--- src/hdl/smf_pkg.sv ---
// ----------------------------------------------------------------------------
// smf_pkg
// Shared types and constants of the substring match finder: widths, limits,
// configuration register indexes and the result record.
// ----------------------------------------------------------------------------
package smf_pkg;

  localparam int PAT_MAX   = 8;
  localparam int BYTE_W    = 8;
  localparam int WIN_CELLS = PAT_MAX - 1;
  localparam int LEN_W     = 4;
  localparam int SEL_W     = 3;
  localparam int POS_W     = 16;
  localparam int CNT_W     = 10;
  localparam int CFG_W     = 64;
  localparam int CFG_IDX_W = 1;

  localparam logic [LEN_W-1:0] LEN_MAX   = LEN_W'(PAT_MAX);
  localparam logic [LEN_W-1:0] LEN_RESET = LEN_W'(1);
  localparam logic [POS_W-1:0] POS_LIMIT = {POS_W{1'b1}};
  localparam logic [CNT_W-1:0] COUNT_MAX = CNT_W'(1023);

  typedef enum logic [CFG_IDX_W-1:0] {
    CFG_PATTERN_BYTES  = 1'b0,
    CFG_PATTERN_LENGTH = 1'b1
  } cfg_reg_t;

  typedef struct packed {
    logic             match_found;
    logic [POS_W-1:0] match_start;
    logic [CNT_W-1:0] match_total;
    logic             text_done;
  } result_t;

endpackage

--- src/hdl/smf_cell.sv ---
// ----------------------------------------------------------------------------
// smf_cell
// One window cell: holds one recent text byte, hands it to the next cell on
// every accepted request, and compares it against its pattern byte.
// ----------------------------------------------------------------------------
module smf_cell (
  input  logic                      clk,
  input  logic                      shift_en,
  input  logic [smf_pkg::BYTE_W-1:0] byte_in,
  input  logic [smf_pkg::BYTE_W-1:0] pat_byte,
  input  logic                      in_use,
  output logic [smf_pkg::BYTE_W-1:0] byte_out,
  output logic                      hit
);

  logic [smf_pkg::BYTE_W-1:0] byte_r;
  logic [smf_pkg::BYTE_W-1:0] byte_nxt;

  assign byte_nxt = shift_en ? byte_in : byte_r;

  always_ff @(posedge clk) begin
    byte_r <= byte_nxt;
  end

  assign byte_out = byte_r;
  // cells past the pattern length never veto a match
  assign hit      = !in_use || (byte_r == pat_byte);

endmodule

--- src/hdl/smf_out_buf.sv ---
// ----------------------------------------------------------------------------
// smf_out_buf
// Two-entry result buffer: an output register backed by a skid register, so
// the input side keeps taking requests while a result waits downstream.
// ----------------------------------------------------------------------------
module smf_out_buf (
  input  logic              clk,
  input  logic              rst_n,
  input  logic              push,
  output logic              push_ready,
  input  smf_pkg::result_t  push_data,
  output logic              out_valid,
  input  logic              out_ready,
  output smf_pkg::result_t  out_data
);

  logic             out_valid_r;
  logic             out_valid_nxt;
  logic             skid_valid_r;
  logic             skid_valid_nxt;
  smf_pkg::result_t out_data_r;
  smf_pkg::result_t out_data_nxt;
  smf_pkg::result_t skid_data_r;
  smf_pkg::result_t skid_data_nxt;
  logic             out_free;

  assign out_free = !out_valid_r || out_ready;

  always_comb begin
    out_valid_nxt  = out_valid_r;
    skid_valid_nxt = skid_valid_r;
    out_data_nxt   = out_data_r;
    skid_data_nxt  = skid_data_r;
    if (push) begin
      if (out_free) begin
        out_valid_nxt = 1'b1;
        out_data_nxt  = push_data;
      end else begin
        skid_valid_nxt = 1'b1;
        skid_data_nxt  = push_data;
      end
    end else if (out_valid_r && out_ready) begin
      // advance the skid entry or drain
      out_valid_nxt  = skid_valid_r;
      out_data_nxt   = skid_data_r;
      skid_valid_nxt = 1'b0;
    end
  end

  always_ff @(posedge clk) begin
    if (!rst_n) begin
      out_valid_r  <= 1'b0;
      skid_valid_r <= 1'b0;
    end else begin
      out_valid_r  <= out_valid_nxt;
      skid_valid_r <= skid_valid_nxt;
    end
  end

  always_ff @(posedge clk) begin
    out_data_r  <= out_data_nxt;
    skid_data_r <= skid_data_nxt;
  end

  assign push_ready = !skid_valid_r;
  assign out_valid  = out_valid_r;
  assign out_data   = out_data_r;

`ifndef SYNTHESIS
  a_skid_behind_out: assert property (@(posedge clk) disable iff (!rst_n)
    skid_valid_r |-> out_valid_r)
    else $error("skid entry held with empty output register");

  a_skid_drains_first: assert property (@(posedge clk) disable iff (!rst_n)
    (skid_valid_r && out_ready) |=> (out_valid_r && !skid_valid_r))
    else $error("skid entry not moved to output register");
`endif

endmodule

--- src/hdl/substring_match_finder.sv ---
// ----------------------------------------------------------------------------
// substring_match_finder
// Streaming search for non-overlapping occurrences of a configured pattern
// of up to eight bytes in a byte text, one result per text byte.
// ----------------------------------------------------------------------------
// Takes one text byte per cycle while the output buffer has room and returns
// one result per byte, held in the output buffer. The last seven bytes sit in
// a row of window cells that shift on every accepted request; the pattern is
// compared against the window and the incoming byte in parallel in that same
// cycle, so the rate is one byte per clock. Results pass through a two-entry
// output buffer, so the input keeps flowing while one result waits. A match
// reports its start position and the running count; start positions inside
// the previous match are skipped. All text state clears after the byte
// flagged as last. Write the pattern registers only while the block is idle.
module substring_match_finder (
  input  logic                          clk,
  input  logic                          rst_n,
  input  logic                          in_valid,
  output logic                          in_ready,
  input  logic [smf_pkg::BYTE_W-1:0]    in_text_byte,
  input  logic                          in_is_last,
  output logic                          out_valid,
  input  logic                          out_ready,
  output logic                          out_match_found,
  output logic [smf_pkg::POS_W-1:0]     out_match_start,
  output logic [smf_pkg::CNT_W-1:0]     out_match_total,
  output logic                          out_text_done,
  input  logic                          cfg_wr_en,
  input  logic [smf_pkg::CFG_IDX_W-1:0] cfg_index,
  input  logic [smf_pkg::CFG_W-1:0]     cfg_wr_data
);

  logic [smf_pkg::CFG_W-1:0] pattern_r;
  logic [smf_pkg::CFG_W-1:0] pattern_nxt;
  logic [smf_pkg::LEN_W-1:0] pat_len_r;
  logic [smf_pkg::LEN_W-1:0] pat_len_nxt;

  logic [smf_pkg::POS_W-1:0] pos_r;
  logic [smf_pkg::POS_W-1:0] pos_nxt;
  logic [smf_pkg::POS_W-1:0] nas_r;
  logic [smf_pkg::POS_W-1:0] nas_nxt;
  logic [smf_pkg::CNT_W-1:0] cnt_r;
  logic [smf_pkg::CNT_W-1:0] cnt_nxt;

  logic                      in_fire;
  logic [smf_pkg::LEN_W-1:0] len_eff;
  logic [smf_pkg::PAT_MAX-1:0]     use_k;
  logic [smf_pkg::PAT_MAX-1:0]     hits;
  logic [smf_pkg::BYTE_W-1:0]      pat_sel [smf_pkg::PAT_MAX];
  logic [smf_pkg::BYTE_W-1:0]      win_byte [smf_pkg::PAT_MAX];
  logic [smf_pkg::SEL_W-1:0]       sel_idx;
  logic [smf_pkg::LEN_W-1:0]       sel_full;
  logic [smf_pkg::POS_W:0]         pos_plus1;
  logic [smf_pkg::POS_W:0]         start_full;
  logic [smf_pkg::POS_W-1:0]       start_c;
  logic                            enough_c;
  logic                            found_c;
  logic [smf_pkg::CNT_W-1:0]       cnt_upd;
  smf_pkg::result_t                res_c;
  smf_pkg::result_t                res_out;

  // configuration registers
  always_comb begin
    pattern_nxt = pattern_r;
    pat_len_nxt = pat_len_r;
    if (cfg_wr_en) begin
      unique case (smf_pkg::cfg_reg_t'(cfg_index))
        smf_pkg::CFG_PATTERN_BYTES:  pattern_nxt = cfg_wr_data;
        smf_pkg::CFG_PATTERN_LENGTH: pat_len_nxt = cfg_wr_data[smf_pkg::LEN_W-1:0];
        default: ;
      endcase
    end
  end

  always_ff @(posedge clk) begin
    if (!rst_n) begin
      pattern_r <= '0;
      pat_len_r <= smf_pkg::LEN_RESET;
    end else begin
      pattern_r <= pattern_nxt;
      pat_len_r <= pat_len_nxt;
    end
  end

  assign in_fire = in_valid && in_ready;
  assign len_eff = (pat_len_r > smf_pkg::LEN_MAX) ? smf_pkg::LEN_MAX : pat_len_r;

  // recent byte k lines up with pattern byte len-1-k
  always_comb begin
    for (int k = 0; k < smf_pkg::PAT_MAX; k++) begin
      sel_full   = len_eff - smf_pkg::LEN_W'(1) - smf_pkg::LEN_W'(k);
      sel_idx    = sel_full[smf_pkg::SEL_W-1:0];
      use_k[k]   = smf_pkg::LEN_W'(k) < len_eff;
      pat_sel[k] = pattern_r[{sel_idx, 3'b000} +: smf_pkg::BYTE_W];
    end
  end

  assign win_byte[0] = in_text_byte;
  assign hits[0]     = !use_k[0] || (in_text_byte == pat_sel[0]);

  for (genvar k = 1; k < smf_pkg::PAT_MAX; k++) begin : g_cell
    smf_cell u_cell (
      .clk      (clk),
      .shift_en (in_fire),
      .byte_in  (win_byte[k-1]),
      .pat_byte (pat_sel[k]),
      .in_use   (use_k[k]),
      .byte_out (win_byte[k]),
      .hit      (hits[k])
    );
  end

  assign pos_plus1  = {1'b0, pos_r} + (smf_pkg::POS_W+1)'(1);
  assign enough_c   = pos_plus1 >= (smf_pkg::POS_W+1)'(len_eff);
  assign start_full = pos_plus1 - (smf_pkg::POS_W+1)'(len_eff);
  assign start_c    = start_full[smf_pkg::POS_W-1:0];
  assign found_c    = (len_eff != '0) && enough_c && (&hits) && (start_c >= nas_r);
  assign cnt_upd    = (found_c && (cnt_r != smf_pkg::COUNT_MAX)) ?
                      cnt_r + smf_pkg::CNT_W'(1) : cnt_r;

  always_comb begin
    pos_nxt = pos_r;
    nas_nxt = nas_r;
    cnt_nxt = cnt_r;
    if (in_fire) begin
      if (in_is_last) begin
        pos_nxt = '0;
        nas_nxt = '0;
        cnt_nxt = '0;
      end else begin
        cnt_nxt = cnt_upd;
        if (pos_r != smf_pkg::POS_LIMIT) begin
          pos_nxt = pos_r + smf_pkg::POS_W'(1);
        end
        if (found_c) begin
          nas_nxt = (pos_r != smf_pkg::POS_LIMIT) ? pos_r + smf_pkg::POS_W'(1) : pos_r;
        end
      end
    end
  end

  always_ff @(posedge clk) begin
    if (!rst_n) begin
      pos_r <= '0;
      nas_r <= '0;
      cnt_r <= '0;
    end else begin
      pos_r <= pos_nxt;
      nas_r <= nas_nxt;
      cnt_r <= cnt_nxt;
    end
  end

  always_comb begin
    res_c.match_found = found_c;
    res_c.match_start = found_c ? start_c : '0;
    res_c.match_total = cnt_upd;
    res_c.text_done   = in_is_last;
  end

  smf_out_buf u_out_buf (
    .clk        (clk),
    .rst_n      (rst_n),
    .push       (in_fire),
    .push_ready (in_ready),
    .push_data  (res_c),
    .out_valid  (out_valid),
    .out_ready  (out_ready),
    .out_data   (res_out)
  );

  assign out_match_found = res_out.match_found;
  assign out_match_start = res_out.match_start;
  assign out_match_total = res_out.match_total;
  assign out_text_done   = res_out.text_done;

`ifndef SYNTHESIS
  a_start_not_ahead: assert property (@(posedge clk) disable iff (!rst_n)
    nas_r <= pos_r)
    else $error("next allowed start ran past byte position");

  a_last_clears: assert property (@(posedge clk) disable iff (!rst_n)
    (in_fire && in_is_last) |=> (pos_r == '0 && nas_r == '0 && cnt_r == '0))
    else $error("text state not cleared after last byte");

  a_count_monotonic: assert property (@(posedge clk) disable iff (!rst_n)
    (in_fire && !in_is_last) |=> (cnt_r >= $past(cnt_r)))
    else $error("match count decreased within a text");

  a_match_sets_start: assert property (@(posedge clk) disable iff (!rst_n)
    (in_fire && !in_is_last && found_c && pos_r != smf_pkg::POS_LIMIT)
      |=> (nas_r == pos_r))
    else $error("next allowed start not moved past match");
`endif

endmodule

--- config.mk ---
export PLATFORM = sky130hd
export DESIGN_NAME = substring_match_finder
export DESIGN_NICKNAME = d
export VERILOG_FILES = /design/src/hdl/smf_pkg.sv /design/src/hdl/smf_cell.sv /design/src/hdl/smf_out_buf.sv /design/src/hdl/substring_match_finder.sv
export SDC_FILE = /design/constraint.sdc
export NUM_CORES = 1
export LEC_CHECK = 0
export BUFFER_PORTS_ARGS = -buffer_cell sky130_fd_sc_hd__clkbuf_2
export CORE_ASPECT_RATIO = 1.2
export CORE_MARGIN = 2
export CORE_UTILIZATION = 45
export CTS_CLUSTER_SIZE = 12
export DETAILED_ROUTE_END_ITERATION = 12
export SLEW_MARGIN = 20
export SYNTH_ARGS = -nofsm -noshare
export SYNTH_HDL_FRONTEND = slang
export SYNTH_SLANG_ARGS = --single-unit
--- constraint.sdc ---
create_clock -name clk -period 7.2 [get_ports clk]
set_input_delay 0.36 -clock clk [delete_from_list [all_inputs] [get_ports clk]]
set_output_delay 0.36 -clock clk [all_outputs]
set_load 0.03 [all_outputs]
== Yosys cells after proc, flatten, opt, wreduce, memory -nomap -nowiden ==
Cells that the tools add are included.

* Flip-flop bits (word level): 224

* Reduce and logical (&&, ||, !) cells: 35
* Eq/ne operators: 12
* Add/subtract/negate cells: 12
* Order comparisons: 11
* Muxes and demuxes: 17
* Bitwise operators: 2
* Shifts and indexed selects: 8

{| class="wikitable"
|+ Operators with widths
! kind !! number
|-
| $shiftx A64 B7 Y8 || 8
|-
| $mux W28 || 3
|-
| $mux W16 || 5
|-
| $eq A8 B8 Y1 || 8
|-
| $mux W10 || 2
|-
| $add A16 B1 Y17 const B || 1
|-
| $ge A17 B4 Y1 || 1
|-
| $add A16 B1 Y16 const B || 1
|-
| $ge A16 B16 Y1 || 1
|-
| $lt A3 B4 Y1 const A || 4
|-
| $ne A16 B16 Y1 const B || 1
|-
| $sub A16 B4 Y16 || 1
|-
| $reduce_and A2 Y1 || 6
|-
| $sub A3 B3 Y3 const B || 4
|-
| $add A10 B1 Y10 const B || 1
|-
| $logic_not A1 Y1 || 10
|-
| $ne A10 B10 Y1 const B || 1
|-
| $logic_or A1 B1 Y1 || 9
|-
| $lt A1 B4 Y1 const A || 2
|-
| $lt A2 B4 Y1 const A || 2
|-
| $reduce_and A8 Y1 || 1
|-
| $logic_and A1 B1 Y1 || 6
|-
| $mux W1 || 6
|-
| $sub A3 B1 Y3 const B || 2
|-
| 8 further kinds || 11
|}

== Longest topological paths before layout ==
Gate-level depths: netlist of run 1.

* Depth after elaboration: 14
* Mapped depth: 29
* Gate-level depth less buffers: 24

== Cells and area by module ==
From an unflattened synthesis of run 1, not the netlist that was laid out.

* Cell total of the unflattened synthesis: 1316
* Area total of the unflattened synthesis: 12901.1 um2

{| class="wikitable"
|+ Modules (own cells, without submodules)
! module !! cells an instance !! area each (um2) !! times used !! seq. area each (um2)
|-
| substring_match_finder || 1082 || 8478.1 || 1 || 2202.1
|-
| smf_cell || 19 || 327.8 || 7 || 240.2
|-
| smf_out_buf || 101 || 2128.3 || 1 || 1721.7
|}

== Worst setup path before layout of run 1 ==
Ideal clock, no wire load.

* Kind: register -> register
* From: register pat_len_r[1] in the netlist's numbering
* To: register u_out_buf.out_data_r (netlist bit u_out_buf.out_data[10]), data pin
* Slack: 1.782 ns
* Data arrival time: 5.058 ns
* Path buffers: 5
* Stages on the path, launching flop included: 26
* Clock period less this slack: 5.418 ns
* Library setup time: 0.360 ns
* Path through: dfxtp_1 -> buf_4 -> nand2b_1 -> buf_2 -> buf_2 -> buf_2 -> ha_1 -> nor2b_1 -> o31a_1 -> a2111o_1 -> nor3b_1 -> a211o_1 -> o21ai_0 -> o21ai_0 -> xor2_1 -> inv_1 -> ha_1 -> o2111ai_1 -> o31a_1 -> nor4_1 -> nand3_1 -> nor4_4 -> nand3_2 -> buf_4 -> o31ai_1 -> a31oi_1

{| class="wikitable"
|+ RTL lines
! element !! line !! source
|-
| from (decl) || substring_match_finder.sv:35 || <nowiki>logic [smf_pkg::LEN_W-1:0] pat_len_r;</nowiki>
|-
| from (signal assigned) || substring_match_finder.sv:78 || <nowiki>pat_len_r <= smf_pkg::LEN_RESET;</nowiki>
|-
| from (signal assigned) || substring_match_finder.sv:81 || <nowiki>pat_len_r <= pat_len_nxt;</nowiki>
|-
| to (signal assigned) || smf_out_buf.sv:61 || <nowiki>out_data_r <= out_data_nxt;</nowiki>
|-
| to (decl) || smf_out_buf.sv:21 || <nowiki>smf_pkg::result_t out_data_r;</nowiki>
|}

==> results of run 1 <==
[power by group through the flow]
| stage | Clock [mW] | Sequential, mW | Combinational, mW |
|---|---|---|---|
| 2_1_floorplan | 0 | 1.49 | 0.503 |
| 4_1_cts | 1.39 | 1.47 | 0.703 |
| 6_report | 1.36 | 1.47 | 0.708 |
| 5_1_grt | 1.44 | 1.48 | 0.770 |
| 3_3_place_gp | 0 | 1.50 | 0.693 |
| 3_5_place_dp | 0 | 1.50 | 0.700 |
[cells by family after synthesis]
kind of cell / share of synthesized area
adder cells (fa/ha/maj): 0.0217
AND/OR/NAND/NOR: 0.167
multiplexers: 0.130
flip-flops: 0.381
AO/OA/AOI/OAI: 0.179
buffers and inverters: 0.0604
XOR/XNOR: 0.0607
[area by class of cell]
type,count,area (µm²),share of cell area
well taps,407,509,0.0314
repair buffers,132,721,0.0445
inverters,58,218,0.0134
flip-flops and latches,224,5610,0.346
clock buffers,39,782,0.0483
clock inverters,9,100,0.00618
multi-input cells,1189,8260,0.510
[synth_stat cells, drive strengths merged (24+ instances only)]
master,number
edfxtp,112
nand3,56
ha,24
clkbuf,73
buf,60
nand2,220
mux2i,106
a21oi,126
xnor2,66
o31ai,25
inv,56
xor2,31
nor2,94
mux4,28
o21ai,58
dfxtp,112
[worst min path at each step]
stage	slack (ns)	to	from
CTS	0.008	pattern_r[28]$_SDFFE_PN0P_	cfg_wr_data[28]
floorplan	0.44	g_cell[6].u_cell.byte_out[1]$_DFFE_PP_	g_cell[5].u_cell.byte_out[1]$_DFFE_PP_
detailed placement	0.46	g_cell[7].u_cell.byte_out[7]$_DFFE_PP_	g_cell[6].u_cell.byte_out[7]$_DFFE_PP_
global route	0.03	g_cell[1].u_cell.byte_out[0]$_DFFE_PP_	in_text_byte[0]
finish	0.04	g_cell[1].u_cell.byte_out[6]$_DFFE_PP_	in_text_byte[6]
global placement	0.45	g_cell[7].u_cell.byte_out[1]$_DFFE_PP_	g_cell[6].u_cell.byte_out[1]$_DFFE_PP_
[through the flow]
step                      hold WS, ns  std cells  cell area, µm²
final                          0.0353       2058           16200
after floorplan                 0.436       1604           14700
after global placement          0.450       2010           15300
after global routing           0.0315       2058           16200
after detailed placement        0.460       2010           15300
after CTS                     0.00805       2058           16200
[per-layer routing]
metal	track usage	wire (µm)
met2	0.455	22000
met4	0.179	3650
met3	0.0356	2940
met5	0	0
met1	0.309	17100
[registers in the layout (all words and copies together), names as in the netlist]
name / count
pattern_r: 64
g_cell.u_cell.byte_out: 56
u_out_buf.out_data: 28
u_out_buf.skid_data_r: 28
nas_r: 16
pos_r: 16
cnt_r: 10
pat_len_r: 4
u_out_buf.out_valid: 1
u_out_buf.skid_valid_r: 1
==> impl_metrics.py, run 1 <==
metrics = {
    "timing": {
        "skew_ns": 0.0155,
        "fin_ws_ns": 0.784,
        "final_max_slew_viol_count": 0,
        "fmax_mhz": 156,
        "setup_viol": 0,
        "tns_ns": 0,
        "period_share": 0.891,
        "final_hold_viol_count": 0,
        "rsz0062_at_grt": "false",
        "relSlewSlack": 0.334,
        "worstMarginPinSlew_ns": 0.974,
        "period_needed_ns": 6.42,
    },
    "layout": {
        "mostFrequentLayoutCells": "nand2_1 (219), a21oi_1 (126), edfxtp_1 (112)",
        "layout_commonest_cell": "nand2_1",
        "antenna_cells": 0,
        "nets": 1735,
        "area_delta_synth_final_pct": 9.95,
        "drive_gt1_frac": 0.153,
        "post-route-util": 0.502,
        "fill_cells": 3103,
    },
    "clock_network": {
        "cts-root-buf": "clkbuf_16",
        "cts.sinks": 224,
        "cts_buffers": 26,
        "cts_hold_buf": 0,
        "tritoncts": "done",
        "clkTransAtPathRegs_ns": 0.06,
        "postCtsResizedCells": 0,
        "clk_latency_ns": 0.54,
        "post_cts_buffers": 0,
        "cts_max_level": 1,
        "cts_buffer_depth": 3,
    },
    "power_and_ir_drop": {
        "swShare": 0.296,
        "p_sw_mw": 1.05,
        "leakage_nw": 5.95,
        "power.internal_mw": 2.49,
        "power.density_nw_per_um2": 219,
        "combPwrFrac": 0.200,
        "power_mw": 3.54,
        "p_clk_frac": 0.384,
        "peakVddDrop_v": 0.000211,
        "pwr-share-seq": 0.416,
    },
    "routing": {
        "drt_wl_total_um": 45700,
        "first_pass_iters": 6,
        "antenna_left": 0,
        "vias": 12700,
        "drcViolationCount": 0,
        "viasPerCell": 6.17,
        "wire_per_inst_um": 22.2,
        "drtIter0Drc": 948,
    },
    "floorplan": {
        "die-width_um": 169,
        "coreArea_um2": 32300,
        "start_util": 0.457,
        "row_count": 72,
        "die_h_um": 202,
        "die_area_um2": 34200,
        "ioPinCount": 109,
    },
    "global_route": {
        "antenna_found_initial": 0,
        "grt_usage": 0.266,
        "grt_max_degree": 92,
        "grt_overflow": 0,
        "grt_pass1_wl_um": 70900,
        "grt_pass1_vias": 12400,
    },
    "worst_setup_path": {
        "reg2reg_setup_slack_ns": 0.78,
        "cp-end-kind": "flip-flop",
        "path_cells": "ha_1 > xor2_1 > ha_1 > o21a_1 > o31a_1 > a2111o_1 > nor3b_1 > a211o_1 > o21ai_0 > o21ai_0 > xor2_1 > inv_1 > ha_1 > o2111ai_1 > o31a_1 > nand2b_1 > nor4_1 > nand4_1 > nor4_1 > nand3_1 > o31ai_1",
        "reg2reg_to": "u_out_buf.out_data[25]$_DFFE_PP_",
        "r2r_start": "pos_r[0]$_SDFFE_PN0P_",
        "crit_cells": 21,
        "slowest_delay_ns": 0.65,
        "worstPathRequired_ns": 7.53,
        "path_delay_family": "compound AO/OA/AOI/OAI gates",
        "startpoint_type": "flip-flop",
        "worstSetupStartpoint": "pos_r[0]$_SDFFE_PN0P_",
        "crit_top_cell": "ha_1",
        "cp_data_arrival_time_ns": 6.75,
        "critPathBufInv": 1,
        "worstSetupEndpoint": "u_out_buf.out_data[25]$_DFFE_PP_",
        "crit_slowest_cell": "nand3_1",
        "critPathKind": "flip-flop to flip-flop",
        "crit_fanout": 17,
        "worstRegToRegCells": 21,
    },
    "min_path": {
        "min_path_type": "input pin to flip-flop",
        "holdPathStages": 1,
    },
    "synthesis": {
        "yosys_warnings": 0,
        "syn_area_um2": 14700,
        "synthArstFlopShare": 0,
        "syn_nets": 1708,
        "synth_cells": 1604,
        "yosys.area.top_type": "edfxtp_1",
        "ys_top_cells_by_area": "edfxtp_1 (23%), dfxtp_1 (15%), mux2i_1 (7.2%)",
        "yosysTopAreaCellShare": 0.228,
        "ys_ff_latch": 224,
        "yosysSeqAreaShare": 0.381,
        "ys_types": 88,
        "synth_flop_cell": "edfxtp_1",
        "synth_edf_count": 112,
        "syn_avg_cell_area_um2": 9.18,
    },
    "placement": {
        "io_buffers": 108,
        "detailed_place_hpwl_um": 33000,
        "place.gp.congestion": 0.932,
        "post-place-ws_ns": 0.850,
    },
    "status": {
        "status": "finished, final reports clean",
    },
    "flow_run": {
        "maxCapViolCount": 0,
    },
}
No activity file was read; power rests on OpenSTA's default activity.
==> inputs of run 2 (changes only) <==
--- a/config.mk
+++ b/config.mk
@@ -11,6 +11,7 @@
 export CORE_UTILIZATION = 45
 export CTS_CLUSTER_SIZE = 12
 export DETAILED_ROUTE_END_ITERATION = 12
+export RECOVER_POWER = 100
 export SLEW_MARGIN = 20
 export SYNTH_ARGS = -nofsm -noshare
 export SYNTH_HDL_FRONTEND = slang
==> run 2 against run 1 <==
Against the previous run:
- the flow now finishes with violations (max-capacitance violations, max-slew violations)
- die area unchanged
- via count hardly changed
- wire length up 0.27%
- register-to-register slack worse by 0.06 ns
- flip-flop and latch count unchanged
- combinational power decreased by 0.7%
- worst setup slack got worse by 0.057 ns
- highest routed layer unchanged
==> impl_metrics.py, run 2 (synthesis gave the netlist of run 1 again) <==
metrics = {
    "status": {
        "status": "complete, but fails checks",
        "violations": "max-capacitance violations, max-slew violations",
    },
    "routing": {
        "drcViolationCount": 0,
        "wire_per_inst_um": 22.3,
        "first_pass_iters": 7,
        "antenna_left": 0,
        "viasPerCell": 6.17,
        "drtIter0Drc": 969,
        "drt_wl_total_um": 45800,
        "vias": 12700,
    },
    "floorplan": {
        "start_util": 0.457,
        "row_count": 72,
        "die_area_um2": 34200,
        "coreArea_um2": 32300,
        "die_h_um": 202,
        "die-width_um": 169,
        "ioPinCount": 109,
    },
    "clock_network": {
        "cts.sinks": 224,
        "post_cts_buffers": 0,
        "cts_buffers": 26,
        "postCtsResizedCells": 0,
        "cts_hold_buf": 0,
        "tritoncts": "done",
        "cts_max_level": 1,
        "clk_latency_ns": 0.54,
        "cts_buffer_depth": 3,
        "clkTransAtPathRegs_ns": 0.06,
        "cts-root-buf": "clkbuf_16",
    },
    "worst_setup_path": {
        "critPathBufInv": 2,
        "startpoint_type": "flip-flop",
        "crit_fanout": 13,
        "critPathKind": "flip-flop to flip-flop",
        "crit_slowest_cell": "dfxtp_1",
        "slowest_delay_ns": 0.50,
        "reg2reg_setup_slack_ns": 0.73,
        "cp_data_arrival_time_ns": 6.89,
        "path_cells": "ha_1 > xor2_1 > ha_1 > o21a_1 > o31a_1 > a2111o_1 > nor3b_1 > a211o_1 > o21ai_0 > o21ai_0 > xor2_1 > inv_1 > ha_1 > o2111ai_1 > o31a_1 > nor4_1 > nand3_1 > nor4_4 > nand3_2 > inv_1 > nand4_1 > o311ai_0",
        "path_delay_family": "compound AO/OA/AOI/OAI gates",
        "cp-end-kind": "flip-flop",
        "worstPathRequired_ns": 7.61,
        "crit_top_cell": "ha_1",
    },
    "min_path": {
        "min_path_type": "input pin to flip-flop",
    },
    "global_route": {
        "grt_overflow": 0,
        "grt_usage": 0.266,
        "grt_pass1_wl_um": 70900,
        "grt_max_degree": 92,
        "grt_pass1_vias": 12400,
        "antenna_found_initial": 0,
    },
    "layout": {
        "fin_area_um2": 16100,
        "area_delta_synth_final_pct": 9.27,
        "top_register": "pattern_r",
        "drive_gt1_frac": 0.119,
        "antenna_cells": 0,
        "fill_cells": 3141,
        "largest_register_ffs": 64,
        "layout_commonest_cell": "nand2_1",
        "fin_cells": 2058,
        "mostFrequentLayoutCells": "nand2_1 (220), a21oi_1 (126), edfxtp_1 (112)",
        "nets": 1735,
    },
    "timing": {
        "final_max_slew_viol_count": 353,
        "fmax_mhz": 154,
        "rsz0062_at_grt": "false",
        "period_needed_ns": 6.47,
        "relSlewSlack": -1.71,
        "hold_ws_ns": 0.0349,
        "setup_viol": 0,
        "tns_ns": 0,
        "period_share": 0.899,
        "worstMarginPinSlew_ns": 4.07,
        "final_hold_viol_count": 0,
        "skew_ns": 0.0131,
    },
    "power_and_ir_drop": {
        "power_mw": 3.54,
        "peakVddDrop_v": 0.000212,
        "power.density_nw_per_um2": 220,
        "leakage_nw": 5.79,
    },
    "placement": {
        "dp.cells": 2010,
        "placed_cell_area_um2": 15300,
        "io_buffers": 108,
        "detailed_place_hpwl_um": 33000,
        "place.gp.congestion": 0.932,
    },
    "flow_run": {
        "maxCapViolCount": 6,
    },
}
[run 2: cell types whose count changed in the layout (fill, tap and decap cells not counted), sizes merged]
cell,before,now
clkbuf,147,155
buf,24,16
[run 2: cell type report]
class	count	area, µm²	share of cell area
multi-input combinational	1189	8240	0.512
timing repair buffer	132	639	0.0397
tap	407	509	0.0316
inverter	58	218	0.0135
sequential	224	5610	0.349
clock inverter	9	100	0.00622
clock buffer	39	782	0.0486
[run 2: per-stage QoR]
| step | setup slack, ns | util |
|---|---|---|
| finish | 0.727 | 0.499 |
| floorplan | 1.78 | - |
| global route | 0.195 | 0.499 |
| CTS | 0.816 | 0.502 |
| global placement | 1.07 | 0.475 |
| detailed placement | 0.850 | 0.475 |
[run 2: worst min-delay path, stage by stage]
cell and delay (ns):
clkbuf_2 0.08, nand2_1 0.04, a21oi_1 0.05
[run 2: per-layer routing]
layer,GRT usage,share of wire,vias up
met5,0,0,-
met4,0.179,0.080,0
met3,0.0356,0.060,144
met2,0.455,0.48,497
met1,0.309,0.38,6080
li1,-,-,5974
[run 2: worst paths after layout]
kind                                endpoint  cells after the start                   start
setup / recovery       cnt_r[6]$_SDFFE_PN0P_                     22   pos_r[0]$_SDFFE_PN0P_
hold / removal    pattern_r[30]$_SDFFE_PN0P_                      3         cfg_wr_data[30]
setup reg to reg       cnt_r[6]$_SDFFE_PN0P_                     22   pos_r[0]$_SDFFE_PN0P_
hold reg to reg       nas_r[15]$_SDFFE_PN0P_                      2  nas_r[15]$_SDFFE_PN0P_
[run 2: report_power, final]
| part | internal [mW] | switching (mW) |
|---|---|---|
| Clock | 0.821 | 0.542 |
| Sequential | 1.40 | 0.0718 |
| Combinational | 0.264 | 0.439 |
| Total | 2.49 | 1.05 |
==> inputs of run 3 (changes only) <==
--- a/config.mk
+++ b/config.mk
@@ -5,10 +5,10 @@
 export SDC_FILE = /design/constraint.sdc
 export NUM_CORES = 1
 export LEC_CHECK = 0
-export BUFFER_PORTS_ARGS = -buffer_cell sky130_fd_sc_hd__clkbuf_2
+export BUFFER_PORTS_ARGS = -buffer_cell sky130_fd_sc_hd__buf_2
 export CORE_ASPECT_RATIO = 1.2
 export CORE_MARGIN = 2
-export CORE_UTILIZATION = 45
+export CORE_UTILIZATION = 23
 export CTS_CLUSTER_SIZE = 12
 export DETAILED_ROUTE_END_ITERATION = 12
 export RECOVER_POWER = 100
==> run 3 against run 2 <==
Against the previous run:
- the run still ends with max-capacitance violations, max-slew violations left
- worst setup slack worse by 0.28 ns
- hold slack better by 0.011 ns
- clock skew is 0.0082 ns higher
- final cell count is 20% higher
- register-to-register slack worse by 0.28 ns
- via count is 1.0% higher
- cell area is 3.4% higher
- maximum frequency is 4.1% lower
- flip-flop and latch count stayed put
- largest cell class unchanged
==> impl_metrics.py, run 3 (synthesis gave the netlist of run 1 again) <==
metrics = {
    "min_path": {
        "min_path_type": "input pin to flip-flop",
    },
    "clock_network": {
        "clk_latency_ns": 0.56,
        "cts_buffer_depth": 3,
        "tritoncts": "done",
        "cts_max_level": 1,
        "cts.sinks": 224,
        "cts-root-buf": "clkbuf_16",
        "cts_buffers": 26,
        "clkTransAtPathRegs_ns": 0.06,
    },
    "placement": {
        "place.gp.congestion": 0.933,
        "dp.cells": 2429,
        "io_buffers": 108,
        "detailed_place_hpwl_um": 35600,
        "post-place-ws_ns": 0.362,
    },
    "worst_setup_path": {
        "path_cells": "ha_1 > xor2_1 > ha_1 > o21a_1 > o31a_1 > a2111o_1 > nor3b_1 > a211o_1 > o21ai_0 > o21ai_0 > xor2_1 > inv_1 > ha_1 > o2111ai_1 > o31a_1 > nand2b_1 > nor4_1 > nand4_1 > nor4_1 > nand4_1 > or3_1 > a31oi_1",
        "startpoint_type": "flip-flop",
        "path_delay_family": "simple AND/OR/NAND/NOR gates",
        "crit_top_cell": "ha_1",
        "slowest_delay_ns": 0.54,
        "cp_data_arrival_time_ns": 7.12,
        "worstPathRequired_ns": 7.57,
        "crit_slowest_cell": "nand4_1",
        "critPathBufInv": 1,
        "crit_fanout": 11,
        "cp-end-kind": "flip-flop",
        "critPathKind": "flip-flop to flip-flop",
    },
    "power_and_ir_drop": {
        "p_clk_frac": 0.375,
        "power_mw": 3.50,
        "swShare": 0.303,
        "leakage_nw": 5.77,
        "combPwrFrac": 0.203,
        "power.internal_mw": 2.44,
        "power.density_nw_per_um2": 210,
        "pwr-share-seq": 0.422,
        "peakVddDrop_v": 0.000141,
        "p_sw_mw": 1.06,
    },
    "global_route": {
        "antenna_found_initial": 4,
        "grtUsageMet3": 0.0217,
        "top_usage_layer": "met2",
        "grt_usage": 0.142,
        "grt_overflow": 0,
        "grt_pass1_wl_um": 74300,
        "grtUsageMet1": 0.177,
        "met2_usage": 0.243,
        "grt_max_degree": 96,
        "grt_pass1_vias": 12400,
    },
    "floorplan": {
        "die-width_um": 235,
        "coreArea_um2": 63300,
        "start_util": 0.233,
        "die_area_um2": 66100,
        "ioPinCount": 109,
        "die_h_um": 281,
        "row_count": 101,
    },
    "routing": {
        "drcViolationCount": 0,
        "viasPerCell": 5.18,
        "drtIter0Drc": 1388,
        "drt_wl_total_um": 48500,
        "wire_per_inst_um": 19.6,
        "antenna_left": 0,
        "vias": 12800,
        "first_pass_iters": 6,
    },
    "layout": {
        "drive_gt1_frac": 0.123,
        "area_delta_synth_final_pct": 12.9,
        "nets": 1738,
        "post-route-util": 0.263,
        "mostFrequentLayoutCells": "nand2_1 (219), a21oi_1 (126), edfxtp_1 (112)",
        "fin_cells": 2478,
        "fill_cells": 6809,
        "layout_commonest_cell": "nand2_1",
        "antenna_cells": 0,
        "largest_register_ffs": 64,
        "top_register": "pattern_r",
    },
    "timing": {
        "tns_ns": 0,
        "period_needed_ns": 6.75,
        "skew_ns": 0.0213,
        "worstMarginPinSlew_ns": 4.15,
        "rsz0062_at_grt": "false",
        "final_hold_viol_count": 0,
        "period_share": 0.938,
        "setup_viol": 0,
        "fin_ws_ns": 0.449,
        "relSlewSlack": -1.77,
        "final_max_slew_viol_count": 191,
        "fmax_mhz": 148,
    },
    "flow_run": {
        "maxCapViolCount": 3,
    },
    "status": {
        "violations": "max-capacitance violations, max-slew violations",
        "status": "complete, but fails checks",
    },
}
-- run 3: area by class of cell --
type / instances / area [µm²] / area share
well taps: 824 / 1030 / 0.0620
repair buffers: 135 / 681 / 0.0409
clock inverters: 9 / 78.8 / 0.00474
flip-flops and latches: 224 / 5610 / 0.337
multi-input cells: 1189 / 8250 / 0.496
clock buffers: 39 / 761 / 0.0457
inverters: 58 / 221 / 0.0133
-- run 3: path summary, 6_finish.rpt --
| kind | startpoint | to | slack [ns] | depth (start not counted) |
|---|---|---|---|---|
| worst min-delay path | cfg_wr_data[5] | pattern_r[5]$_SDFFE_PN0P_ | 0.05 | 3 |
| worst max register to register | pos_r[0]$_SDFFE_PN0P_ | u_out_buf.out_data[7]$_DFFE_PP_ | 0.45 | 22 |
| worst min register to register | g_cell[6].u_cell.byte_out[7]$_DFFE_PP_ | g_cell[7].u_cell.byte_out[7]$_DFFE_PP_ | 0.47 | 0 |
| worst max-delay path | pos_r[0]$_SDFFE_PN0P_ | u_out_buf.out_data[7]$_DFFE_PP_ | 0.45 | 22 |
-- run 3: metrics by stage --
stage | hold WS, ns | area, µm²
after floorplan | 0.436 | 14700
after global placement | 0.452 | 15800
after detailed placement | 0.456 | 15800
after CTS | 0.0124 | 16700
after global routing | 0.0410 | 16600
final | 0.0460 | 16600
-- run 3: tightest hold or removal path, stage by stage --
cell	delay, ns
buf_2	0.10
nand2_1	0.05
a21oi_1	0.05
-- run 3: power by group through the flow --
stage          combinational, mW  sequential [mW]  clock, mW
2_1_floorplan              0.503             1.49          0
3_3_place_gp               0.698             1.50          0
3_5_place_dp               0.709             1.50          0
4_1_cts                    0.711             1.47       1.34
5_1_grt                    0.769             1.48       1.39
6_report                   0.710             1.48       1.31
-- run 3: routing by layer --
| layer | share of wire | vias to the layer above |
|---|---|---|
| li1 | - | 5979 |
| met1 | 0.42 | 6177 |
| met2 | 0.47 | 551 |
| met3 | 0.064 | 116 |
| met4 | 0.046 | 2 |
| met5 | 0.00093 | - |
-- run 3: repair_timing --
action                     4_1_cts  5_1_grt
setup endpoints to repair        0        5
hold buffers                     1        0
buffers inserted                 0        0
hold endpoints to repair         1        0
gates resized for setup          0        3
